File: config.mk
export PLATFORM = sky130hd
export DESIGN_NAME = trapezoid_membership
export DESIGN_NICKNAME = d
export VERILOG_FILES = /design/src/tpm_pkg.sv /design/src/tpm_ramp_div.sv /design/src/trapezoid_membership.sv
export VERILOG_INCLUDE_DIRS = /design/src /design/src/src
export SDC_FILE = /design/constraint.sdc
export NUM_CORES = 2
export LEC_CHECK = 0
export ABC_AREA = 1
export ABC_CLOCK_PERIOD_IN_PS = 8400
export BUFFER_PORTS_ARGS = -buffer_cell sky130_fd_sc_hd__buf_2
export CORE_ASPECT_RATIO = 0.6
export CORE_MARGIN = 2
export CORE_UTILIZATION = 50
export CTS_CLUSTER_SIZE = 20
export DETAILED_ROUTE_END_ITERATION = 16
export PLACE_DENSITY = 0.8
export SYNTH_ARGS = -nofsm -noshare
export SYNTH_HDL_FRONTEND = slang
export SYNTH_SLANG_ARGS = --single-unit
File: constraint.sdc
create_clock -name clock -period 8.4 [get_ports clock]
set_input_delay 1.26 -clock clock [delete_from_list [all_inputs] [get_ports clock]]
set_output_delay 1.26 -clock clock [all_outputs]
set_load 0.01 [all_outputs]
File: src/trapezoid_membership_macros.svh
// Assertion macros for the trapezoid membership block.
// Clocked on clock, disabled during reset; used by trapezoid_membership.
`ifndef TRAPEZOID_MEMBERSHIP_MACROS_SVH
`define TRAPEZOID_MEMBERSHIP_MACROS_SVH

// Same-cycle implication
`define TPM_ASSERT_IMPLY(lbl, ante, cons, msg) \
   lbl: assert property (@(posedge clock) disable iff (reset) (ante) |-> (cons)) else $error(msg);

// Next-cycle implication
`define TPM_ASSERT_NEXT(lbl, ante, cons, msg) \
   lbl: assert property (@(posedge clock) disable iff (reset) (ante) |=> (cons)) else $error(msg);

`endif

File: src/tpm_pkg.sv
// Shared constants and types for the trapezoid membership block.
// No dependencies; used by tpm_ramp_div and trapezoid_membership.
package tpm_pkg;

   localparam int unsigned DataWidth = 16;
   localparam int unsigned QuotBits  = 15;
   localparam int unsigned AddrWidth = 3;

   localparam logic [DataWidth-1:0] OneQ15 = 16'h8000;

   // Register indexes of the configuration port
   typedef enum logic [AddrWidth-1:0] {
      CSR_VERTEX_A    = 3'd0,
      CSR_VERTEX_B    = 3'd1,
      CSR_VERTEX_C    = 3'd2,
      CSR_VERTEX_D    = 3'd3,
      CSR_LEFT_OPEN   = 3'd4,
      CSR_RIGHT_OPEN  = 3'd5,
      CSR_PEAK_HEIGHT = 3'd6
   } csr_idx_type;

   // One ramp operation handed to the divider: either a forced result or
   // magnitudes with num < den to be divided
   typedef struct packed {
      logic                 force_en;
      logic                 force_one;
      logic [DataWidth-1:0] num;
      logic [DataWidth-1:0] den;
   } ramp_op_type;

endpackage

File: src/tpm_ramp_div.sv
// Pipelined restoring divider for one ramp: one quotient bit per stage.
// Depends on tpm_pkg; stage loads come from the valid/ready chain of the top level.
module tpm_ramp_div (
   input  logic                                clock,
   input  logic [tpm_pkg::QuotBits-1:0]        load,
   input  tpm_pkg::ramp_op_type                op,
   output logic [tpm_pkg::DataWidth-1:0]       ramp
);

   localparam int unsigned Dw = tpm_pkg::DataWidth;
   localparam int unsigned Qb = tpm_pkg::QuotBits;

   logic [Dw-1:0] rem_ff  [Qb];
   logic [Dw-1:0] rem_in  [Qb];
   logic [Dw-1:0] den_ff  [Qb];
   logic [Dw-1:0] den_in  [Qb];
   logic [Qb-1:0] quo_ff  [Qb];
   logic [Qb-1:0] quo_in  [Qb];
   logic          fen_ff  [Qb];
   logic          fen_in  [Qb];
   logic          fone_ff [Qb];
   logic          fone_in [Qb];

   // One trial subtraction per stage
   for (genvar k = 0; k < Qb; k++) begin : g_stage
      logic [Dw-1:0] rem_src;
      logic [Dw-1:0] den_src;
      logic [Qb-1:0] quo_src;
      logic          fen_src;
      logic          fone_src;
      logic [Dw:0]   shifted;
      logic [Dw+1:0] diff;
      logic          take;

      if (k == 0) begin : g_first
         assign rem_src  = op.num;
         assign den_src  = op.den;
         assign quo_src  = '0;
         assign fen_src  = op.force_en;
         assign fone_src = op.force_one;
      end else begin : g_next
         assign rem_src  = rem_ff[k-1];
         assign den_src  = den_ff[k-1];
         assign quo_src  = quo_ff[k-1];
         assign fen_src  = fen_ff[k-1];
         assign fone_src = fone_ff[k-1];
      end

      assign shifted  = {rem_src, 1'b0};
      assign diff     = {1'b0, shifted} - {2'b00, den_src};
      assign take     = ~diff[Dw+1];
      assign rem_in[k]  = take ? diff[Dw-1:0] : shifted[Dw-1:0];
      assign den_in[k]  = den_src;
      assign quo_in[k]  = {quo_src[Qb-2:0], take};
      assign fen_in[k]  = fen_src;
      assign fone_in[k] = fone_src;
   end

   // Advance each stage when its slot is free or moving on
   always_ff @(posedge clock) begin
      for (int k = 0; k < Qb; k++) begin
         if (load[k]) begin
            rem_ff[k]  <= rem_in[k];
            den_ff[k]  <= den_in[k];
            quo_ff[k]  <= quo_in[k];
            fen_ff[k]  <= fen_in[k];
            fone_ff[k] <= fone_in[k];
         end
      end
   end

   // Pick forced value or quotient from the last stage
   always_comb begin
      if (fen_ff[Qb-1]) begin
         ramp = fone_ff[Qb-1] ? tpm_pkg::OneQ15 : '0;
      end else begin
         ramp = {{(Dw-Qb){1'b0}}, quo_ff[Qb-1]};
      end
   end

endmodule

File: src/trapezoid_membership.sv
// Trapezoid membership: sample in, degree = membership * height out, Q1.15.
// One beat per cycle while rsp_tready is high or any stage is free.
// Most of the depth is two 15-stage restoring dividers side by side, one per ramp.
// Bubbles close up behind a stalled rsp beat, so req stays open while any stage is free.
// Reset (synchronous) empties the pipeline and restores the register defaults.
// Depends on tpm_pkg, tpm_ramp_div and trapezoid_membership_macros.svh.
`include "trapezoid_membership_macros.svh"

module trapezoid_membership (
   input  logic                                  clock,
   input  logic                                  reset,
   // req_tdata: [15:0] sample
   input  logic                                  req_tvalid,
   output logic                                  req_tready,
   input  logic [tpm_pkg::DataWidth-1:0]         req_tdata,
   // rsp_tdata: [15:0] degree
   output logic                                  rsp_tvalid,
   input  logic                                  rsp_tready,
   output logic [tpm_pkg::DataWidth-1:0]         rsp_tdata,
   input  logic                                  csr_we,
   input  logic [tpm_pkg::AddrWidth-1:0]         csr_addr,
   input  logic [tpm_pkg::DataWidth-1:0]         csr_wdata
);

   localparam int unsigned Dw        = tpm_pkg::DataWidth;
   localparam int unsigned Qb        = tpm_pkg::QuotBits;
   localparam int unsigned SDiff     = 0;
   localparam int unsigned SAbs      = 1;
   localparam int unsigned SCls      = 2;
   localparam int unsigned DivBase   = 3;
   localparam int unsigned MinStage  = DivBase + Qb;
   localparam int unsigned OutStage  = MinStage + 1;
   localparam int unsigned NumStages = OutStage + 1;

   // Magnitude of a 17-bit signed difference
   function automatic logic [Dw-1:0] mag_of(input logic signed [Dw:0] v);
      logic [Dw:0] t;
      t = v[Dw] ? (~v + {{Dw{1'b0}}, 1'b1}) : v;
      return t[Dw-1:0];
   endfunction

   // Decide a forced ramp value or hand magnitudes to the divider
   function automatic tpm_pkg::ramp_op_type classify(input logic full, input logic open,
                                                     input logic num_neg, input logic den_neg,
                                                     input logic [Dw-1:0] num_mag,
                                                     input logic [Dw-1:0] den_mag);
      tpm_pkg::ramp_op_type op;
      op.num       = num_mag;
      op.den       = den_mag;
      op.force_en  = 1'b1;
      op.force_one = 1'b1;
      if (full || open) begin
         op.force_one = 1'b1;
      end else if (den_mag == '0) begin
         op.force_one = ~num_neg;
      end else if (num_mag == '0 || num_neg != den_neg) begin
         op.force_one = 1'b0;
      end else if (num_mag >= den_mag) begin
         op.force_one = 1'b1;
      end else begin
         op.force_en  = 1'b0;
      end
      return op;
   endfunction

   // ---------------------------------------------------------------
   // Configuration registers
   // ---------------------------------------------------------------
   logic signed [Dw-1:0] vertex_a_ff, vertex_b_ff, vertex_c_ff, vertex_d_ff;
   logic                 left_open_ff, right_open_ff;
   logic [Dw-1:0]        height_ff;
   logic [Dw-1:0]        height_in;

   // Store the height already limited to one
   assign height_in = (csr_wdata > tpm_pkg::OneQ15) ? tpm_pkg::OneQ15 : csr_wdata;

   always_ff @(posedge clock) begin
      if (reset) begin
         vertex_a_ff   <= 16'sd0;
         vertex_b_ff   <= 16'sd1024;
         vertex_c_ff   <= 16'sd2048;
         vertex_d_ff   <= 16'sd3072;
         left_open_ff  <= 1'b0;
         right_open_ff <= 1'b0;
         height_ff     <= tpm_pkg::OneQ15;
      end else if (csr_we) begin
         case (tpm_pkg::csr_idx_type'(csr_addr))
            tpm_pkg::CSR_VERTEX_A:    vertex_a_ff   <= csr_wdata;
            tpm_pkg::CSR_VERTEX_B:    vertex_b_ff   <= csr_wdata;
            tpm_pkg::CSR_VERTEX_C:    vertex_c_ff   <= csr_wdata;
            tpm_pkg::CSR_VERTEX_D:    vertex_d_ff   <= csr_wdata;
            tpm_pkg::CSR_LEFT_OPEN:   left_open_ff  <= csr_wdata[0];
            tpm_pkg::CSR_RIGHT_OPEN:  right_open_ff <= csr_wdata[0];
            tpm_pkg::CSR_PEAK_HEIGHT: height_ff     <= height_in;
            default: begin
            end
         endcase
      end
   end

   // ---------------------------------------------------------------
   // Valid bits and per-stage ready
   // ---------------------------------------------------------------
   logic [NumStages-1:0] vld_ff, vld_in, rdy;

   // A stage may load when rsp is taken or any slot from it onwards is empty
   always_comb begin
      for (int i = 0; i < NumStages; i++) begin
         rdy[i] = rsp_tready || (((~vld_ff) >> i) != '0);
      end
      vld_in[0] = req_tvalid;
      for (int i = 1; i < NumStages; i++) begin
         vld_in[i] = vld_ff[i-1];
      end
   end

   always_ff @(posedge clock) begin
      if (reset) begin
         vld_ff <= '0;
      end else begin
         for (int i = 0; i < NumStages; i++) begin
            if (rdy[i]) begin
               vld_ff[i] <= vld_in[i];
            end
         end
      end
   end

   assign req_tready = rdy[SDiff];

   // ---------------------------------------------------------------
   // Stage 0: differences and shoulder tests
   // ---------------------------------------------------------------
   logic signed [Dw-1:0] sample;
   logic signed [Dw:0]   rnum_ff, rden_ff, fnum_ff, fden_ff;
   logic signed [Dw:0]   rnum_in, rden_in, fnum_in, fden_in;
   logic                 full_ff, full_in;

   assign sample  = req_tdata;
   assign rnum_in = {sample[Dw-1], sample} - {vertex_a_ff[Dw-1], vertex_a_ff};
   assign rden_in = {vertex_b_ff[Dw-1], vertex_b_ff} - {vertex_a_ff[Dw-1], vertex_a_ff};
   assign fnum_in = {vertex_d_ff[Dw-1], vertex_d_ff} - {sample[Dw-1], sample};
   assign fden_in = {vertex_d_ff[Dw-1], vertex_d_ff} - {vertex_c_ff[Dw-1], vertex_c_ff};
   assign full_in = (left_open_ff && sample <= vertex_b_ff)
                 || (right_open_ff && sample > vertex_c_ff);

   always_ff @(posedge clock) begin
      if (rdy[SDiff]) begin
         rnum_ff <= rnum_in;
         rden_ff <= rden_in;
         fnum_ff <= fnum_in;
         fden_ff <= fden_in;
         full_ff <= full_in;
      end
   end

   // ---------------------------------------------------------------
   // Stage 1: signs and magnitudes
   // ---------------------------------------------------------------
   logic          rnneg_ff, rdneg_ff, fnneg_ff, fdneg_ff, full1_ff;
   logic [Dw-1:0] rnmag_ff, rdmag_ff, fnmag_ff, fdmag_ff;

   always_ff @(posedge clock) begin
      if (rdy[SAbs]) begin
         rnneg_ff <= rnum_ff[Dw];
         rdneg_ff <= rden_ff[Dw];
         fnneg_ff <= fnum_ff[Dw];
         fdneg_ff <= fden_ff[Dw];
         rnmag_ff <= mag_of(rnum_ff);
         rdmag_ff <= mag_of(rden_ff);
         fnmag_ff <= mag_of(fnum_ff);
         fdmag_ff <= mag_of(fden_ff);
         full1_ff <= full_ff;
      end
   end

   // ---------------------------------------------------------------
   // Stage 2: special cases and divider operands
   // ---------------------------------------------------------------
   tpm_pkg::ramp_op_type rop_ff, fop_ff, rop_in, fop_in;

   assign rop_in = classify(full1_ff, left_open_ff, rnneg_ff, rdneg_ff, rnmag_ff, rdmag_ff);
   assign fop_in = classify(full1_ff, right_open_ff, fnneg_ff, fdneg_ff, fnmag_ff, fdmag_ff);

   always_ff @(posedge clock) begin
      if (rdy[SCls]) begin
         rop_ff <= rop_in;
         fop_ff <= fop_in;
      end
   end

   // ---------------------------------------------------------------
   // Dividers for the rising and falling ramps
   // ---------------------------------------------------------------
   logic [Dw-1:0] rise_ramp, fall_ramp;

   tpm_ramp_div u_rise_div (
      .clock (clock),
      .load  (rdy[DivBase +: Qb]),
      .op    (rop_ff),
      .ramp  (rise_ramp)
   );

   tpm_ramp_div u_fall_div (
      .clock (clock),
      .load  (rdy[DivBase +: Qb]),
      .op    (fop_ff),
      .ramp  (fall_ramp)
   );

   // ---------------------------------------------------------------
   // Minimum of the two ramps, then scale by the height
   // ---------------------------------------------------------------
   logic [Dw-1:0]   memb_ff, memb_in;
   logic [2*Dw-1:0] prod;
   logic [Dw-1:0]   degree_ff, degree_in;

   assign memb_in   = (rise_ramp < fall_ramp) ? rise_ramp : fall_ramp;
   assign prod      = {{Dw{1'b0}}, memb_ff} * {{Dw{1'b0}}, height_ff};
   assign degree_in = prod[Qb +: Dw];

   always_ff @(posedge clock) begin
      if (rdy[MinStage]) begin
         memb_ff <= memb_in;
      end
      if (rdy[OutStage]) begin
         degree_ff <= degree_in;
      end
   end

   assign rsp_tvalid = vld_ff[OutStage];
   assign rsp_tdata  = degree_ff;

   // ---------------------------------------------------------------
   // Assertions
   // ---------------------------------------------------------------
   `TPM_ASSERT_IMPLY(a_degree_max, rsp_tvalid, rsp_tdata <= tpm_pkg::OneQ15, "degree above one")
   `TPM_ASSERT_IMPLY(a_div_operands, vld_ff[SCls] && !rop_ff.force_en,
                     rop_ff.num < rop_ff.den, "rise divider given num >= den")
   `TPM_ASSERT_IMPLY(a_ready_on_bubble, !(&vld_ff), req_tready, "req blocked with a free slot")
   `TPM_ASSERT_NEXT(a_accept_lands, req_tvalid && req_tready, vld_ff[SDiff],
                    "accepted beat missing from first stage")

endmodule

==> results_tabular.tex <==
\begin{tabular}{lr}
\hline
Metric & Value \\
\hline
\multicolumn{2}{l}{\textbf{Status}} \\
Outcome & finished clean \\
\multicolumn{2}{l}{\textbf{STA}} \\
Final Max Tran Viols & 0 \\
Worst slew pin tran & approximately 1200 ps \\
Final worst clock skew & between 50 and 60 ps \\
Worst-case headroom to the max-slew limit & 19.9\% \\
Highest Clock Rate & around 160 MHz \\
Fin. Hold Viols & 0 \\
Setup repair after global routing missed its margin & no \\
Part of the cycle the worst path needs & about 75\% \\
Final setup vio count & 0 \\
Period minus WS final & 6260 ps \\
Final TNS setup & 0 ps \\
\multicolumn{2}{l}{\textbf{Floorplan}} \\
Die Outline Area & 0.194 mm\^{}2 \\
Initial cell density of the core & between 50\% and 60\% \\
Count of pins on the block boundary & between 50 and 60 \\
Height of the die & between 300 and 400 um \\
Core region area & about 0.19 mm\^{}2 \\
Width of the chip & around 570 um \\
Standard-cell row count & roughly 120 \\
\multicolumn{2}{l}{\textbf{Yosys}} \\
Synth Area per Inst & just over 9 um\^{}2 \\
Share of synthesized area occupied by flip-flops and latches & 47.4\% \\
Predominant post-synthesis flop cell & edfxtp\_1 \\
Synth async-reset ratio & 0\% \\
EDFF count, synth & about 1400 \\
Synthesized netlist cell count & between 10000 and 15000 \\
Cell area after technology mapping & approximately 0.095 mm\^{}2 \\
Count of synthesis-stage warnings from yosys & 0 \\
Register bit count reported by yosys & 1536 \\
Number of distinct standard cells referenced by the synthesized netlist & 51 \\
Net count after synthesis & $\sim$11000 \\
\multicolumn{2}{l}{\textbf{Routing}} \\
Post-detailed-route via-to-cell ratio & $\sim$5.6 \\
Met1 wire length & 132000 um \\
Highest routed layer & met5 \\
Length of routed met3 wiring & around 27000 um \\
First DRT Iteration DRCs & approximately 8400 \\
WL/cell & roughly 20 um \\
Residual antenna-violating net count after detailed routing & 0 \\
Total length of routed met2 wires & 98800 um \\
Detailed Route WL & around 260000 um \\
First-pass iteration count of the detailed router & 6 \\
Count of vias placed by the detailed router & a little over 70000 \\
DRC Markers & 0 \\
\multicolumn{2}{l}{\textbf{Global route}} \\
First-pass GRT wire length & slightly above 400000 um \\
Aggregate global-route resource usage & a little over a quarter \\
Maximum number of pins on one net before global-route repair & 77 \\
Vias in the first global route & roughly 70000 \\
Initial antenna violation count & 7 \\
Congestion Overflow GR & 0 \\
\multicolumn{2}{l}{\textbf{Worst hold path}} \\
Worst hold path class & flip-flop to flip-flop \\
\multicolumn{2}{l}{\textbf{Critical path}} \\
Worst setup path class & flip-flop to flip-flop \\
Critical path data required time & around 9000 ps \\
Crit path capture type & flip-flop \\
Largest fanout on the critical path & 17 \\
Max incr delay on CP & 790 ps \\
Cell with the largest stage delay on the worst path & dfxtp\_1 \\
Cell-by-cell listing of the critical path & nand2\_1 > fa\_1 > inv\_1 > fa\_1 > inv\_1 > fa\_1 > fa\_1 > fa\_1 > fa\_1 > inv\_1 > ha\_1 > a21oi\_1 > o21ai\_0 > nor2\_1 > nor2\_1 > nor2\_1 > nand2\_1 > nand2\_1 > nand2\_1 \\
Crit path buffers/inverters & 3 \\
Startpoint class of the critical path & flip-flop \\
Arrival time reported for the critical path endpoint & just under 7000 ps \\
Cell family with most CP delay & adder cells \\
Library cell appearing most often on the critical path & fa\_1 \\
\multicolumn{2}{l}{\textbf{Placed design}} \\
Post-detail-place hpwl & 205000 um \\
Number of buffers inserted by port buffering & 57 \\
Final estimated routing congestion in global placement & a little under 1 \\
Number of placed instances, taps included & $\sim$13000 \\
Post-place instance area & approximately 0.098 mm\^{}2 \\
\multicolumn{2}{l}{\textbf{Cells and area}} \\
Layout cells sized above 1 & under 10\% \\
Filler cell count & $\sim$17000 \\
Post-route cell area & between 0.1 and 0.15 mm\^{}2 \\
Non-Filler Instances & between 10000 and 15000 \\
Area overhead of the layout relative to synthesis & 7.99\% \\
Nets & $\sim$11000 \\
\multicolumn{2}{l}{\textbf{Job}} \\
Number of max-cap violations & 0 \\
\multicolumn{2}{l}{\textbf{CTS}} \\
Total clock buffers created by CTS & around 160 \\
Clock tree from TritonCTS & built \\
Worst skew pair latency & 830 ps \\
Number of gates resized after cts & 0 \\
Clock sinks & 1536 \\
Number of setup buffers added after CTS & 0 \\
Number of H-tree levels & 4 \\
Hold-fix buffers, CTS & 0 \\
Bufs on Longest Clock Path & 4 \\
Cell at the root of the clock tree & clkbuf\_16 \\
Clock transition at the registers of the reported paths & 60 ps \\
\hline
\end{tabular}
-- cell usage after synthesis, types with 6 or more instances --
library cell	count	area (um^2)
nand2_1	2419	9080
inv_1	1492	5600
edfxtp_1	1434	43100
nand3_1	764	3820
nor2_1	741	2780
ha_1	694	8680
a21oi_1	679	3400
o21ai_0	355	1780
xor2_1	293	2570
fa_1	224	4480
nand3b_1	118	886
dfxtp_1	102	2040
nand4_1	101	632
xnor2_1	86	753
clkbuf_1	81	304
nand2_2	81	507
a21o_1	68	510
buf_6	57	642
nor2_2	57	357
o21ai_1	52	260
nand3_2	51	510
a21oi_2	46	403
inv_2	44	165
nor3_1	41	205
or2_1	36	225
o21bai_1	31	233
clkinv_1	28	105
buf_1	22	82.6
nor4_1	22	138
a21boi_1	17	128
buf_2	13	65.1
o21ai_2	12	105
a31oi_1	9	56.3
nor2_4	9	101
o211ai_1	9	67.6
o31ai_1	7	52.6
o21a_1	6	45.0
-- stage by stage --
step           setup WS [ps]  hold slack (ps)  util (%)
2_1_floorplan            320              400         -
3_3_place_gp            2250              401      51.9
3_5_place_dp            2210              405      51.9
4_1_cts                 2190              404      54.6
5_1_grt                 1790              410      54.6
6_report                2140              399      54.6
-- registers in the layout, summed over array words and instances, names as in the netlist, 17 cells and up --
name / flops
u_fall_div.den_ff: 224
u_rise_div.rem_ff: 224
rop_ff: 34
u_rise_div.den_ff: 224
fden_ff: 17
u_fall_div.quo_ff: 120
fnum_ff: 17
rnum_ff: 17
vld_ff: 20
rden_ff: 17
fop_ff: 34
u_fall_div.rem_ff: 224
u_rise_div.quo_ff: 120
-- final cells by class --
cell class                      count  area [um^2]  share of cell area [%]
Antenna cell                        2         5.00                 0.00487
Clock buffer                      184         4140                    4.03
Clock inverter                     94          892                   0.869
Inverter                         1564         5880                    5.72
Multi-Input combinational cell   7054        43100                    41.9
Sequential cell                  1536        45100                    43.9
Tap cell                         2500         3130                    3.05
Timing Repair Buffer               81          465                   0.453
-- cells in the final DEF (no fill, tap or decap), drive strengths merged, types with 102 or more instances in the layout --
cell type  synthesis  layout
nand3b           118     118
xor2             293     293
o21ai            419     419
inv             1536    1543
dfxtp            102     102
clkbuf            81     184
ha               694     694
nor2             808     808
nand4            102     102
edfxtp          1434    1434
a21oi            725     725
fa               224     224
nand3            815     815
nand2           2503    2503
-- worst reg2reg max path, stage by stage (launching register included) --
cell	delay, ps
dfxtp_1	790
nand2_1	170
fa_1	570
inv_1	50
fa_1	470
inv_1	50
fa_1	500
fa_1	600
fa_1	460
fa_1	540
inv_1	50
ha_1	400
a21oi_1	430
o21ai_0	260
nor2_1	290
nor2_1	70
nor2_1	120
nand2_1	70
nand2_1	60
nand2_1	50
-- logic make-up after synthesis --
kind of cell | share of synthesized area, %
simple gates | 20.4
buf+inv | 7.33
flops | 47.4
compound gates | 7.45
fa+ha+maj | 13.8
xor+xnor | 3.49
-- per-layer routing --
| layer | vias to the layer above | global-route usage [%] |
|---|---|---|
| met5 | - | 0 |
| met4 | 2 | 4.48 |
| met3 | 273 | 5.70 |
| met2 | 3000 | 35.0 |
| met1 | 34700 | 44.4 |
| li1 | 34500 | - |
-- path summary, 6_finish.rpt --
path	from	to	slack, ps	cells after the start
setup / recovery	height_ff[4]$_SDFFE_PP0P_	rsp_tdata[14]$_DFFE_PP_	2140	19
hold / removal	u_rise_div.quo_ff[1][4]$_DFFE_PP_	u_rise_div.quo_ff[1][20]$_DFFE_PP_	400	0
hold reg to reg	u_rise_div.quo_ff[1][4]$_DFFE_PP_	u_rise_div.quo_ff[1][20]$_DFFE_PP_	400	0
setup reg to reg	height_ff[4]$_SDFFE_PP0P_	rsp_tdata[14]$_DFFE_PP_	2140	19
Power is not shown: default switching activity piles up to over one toggle a cycle in this logic, so the estimate is an artifact.
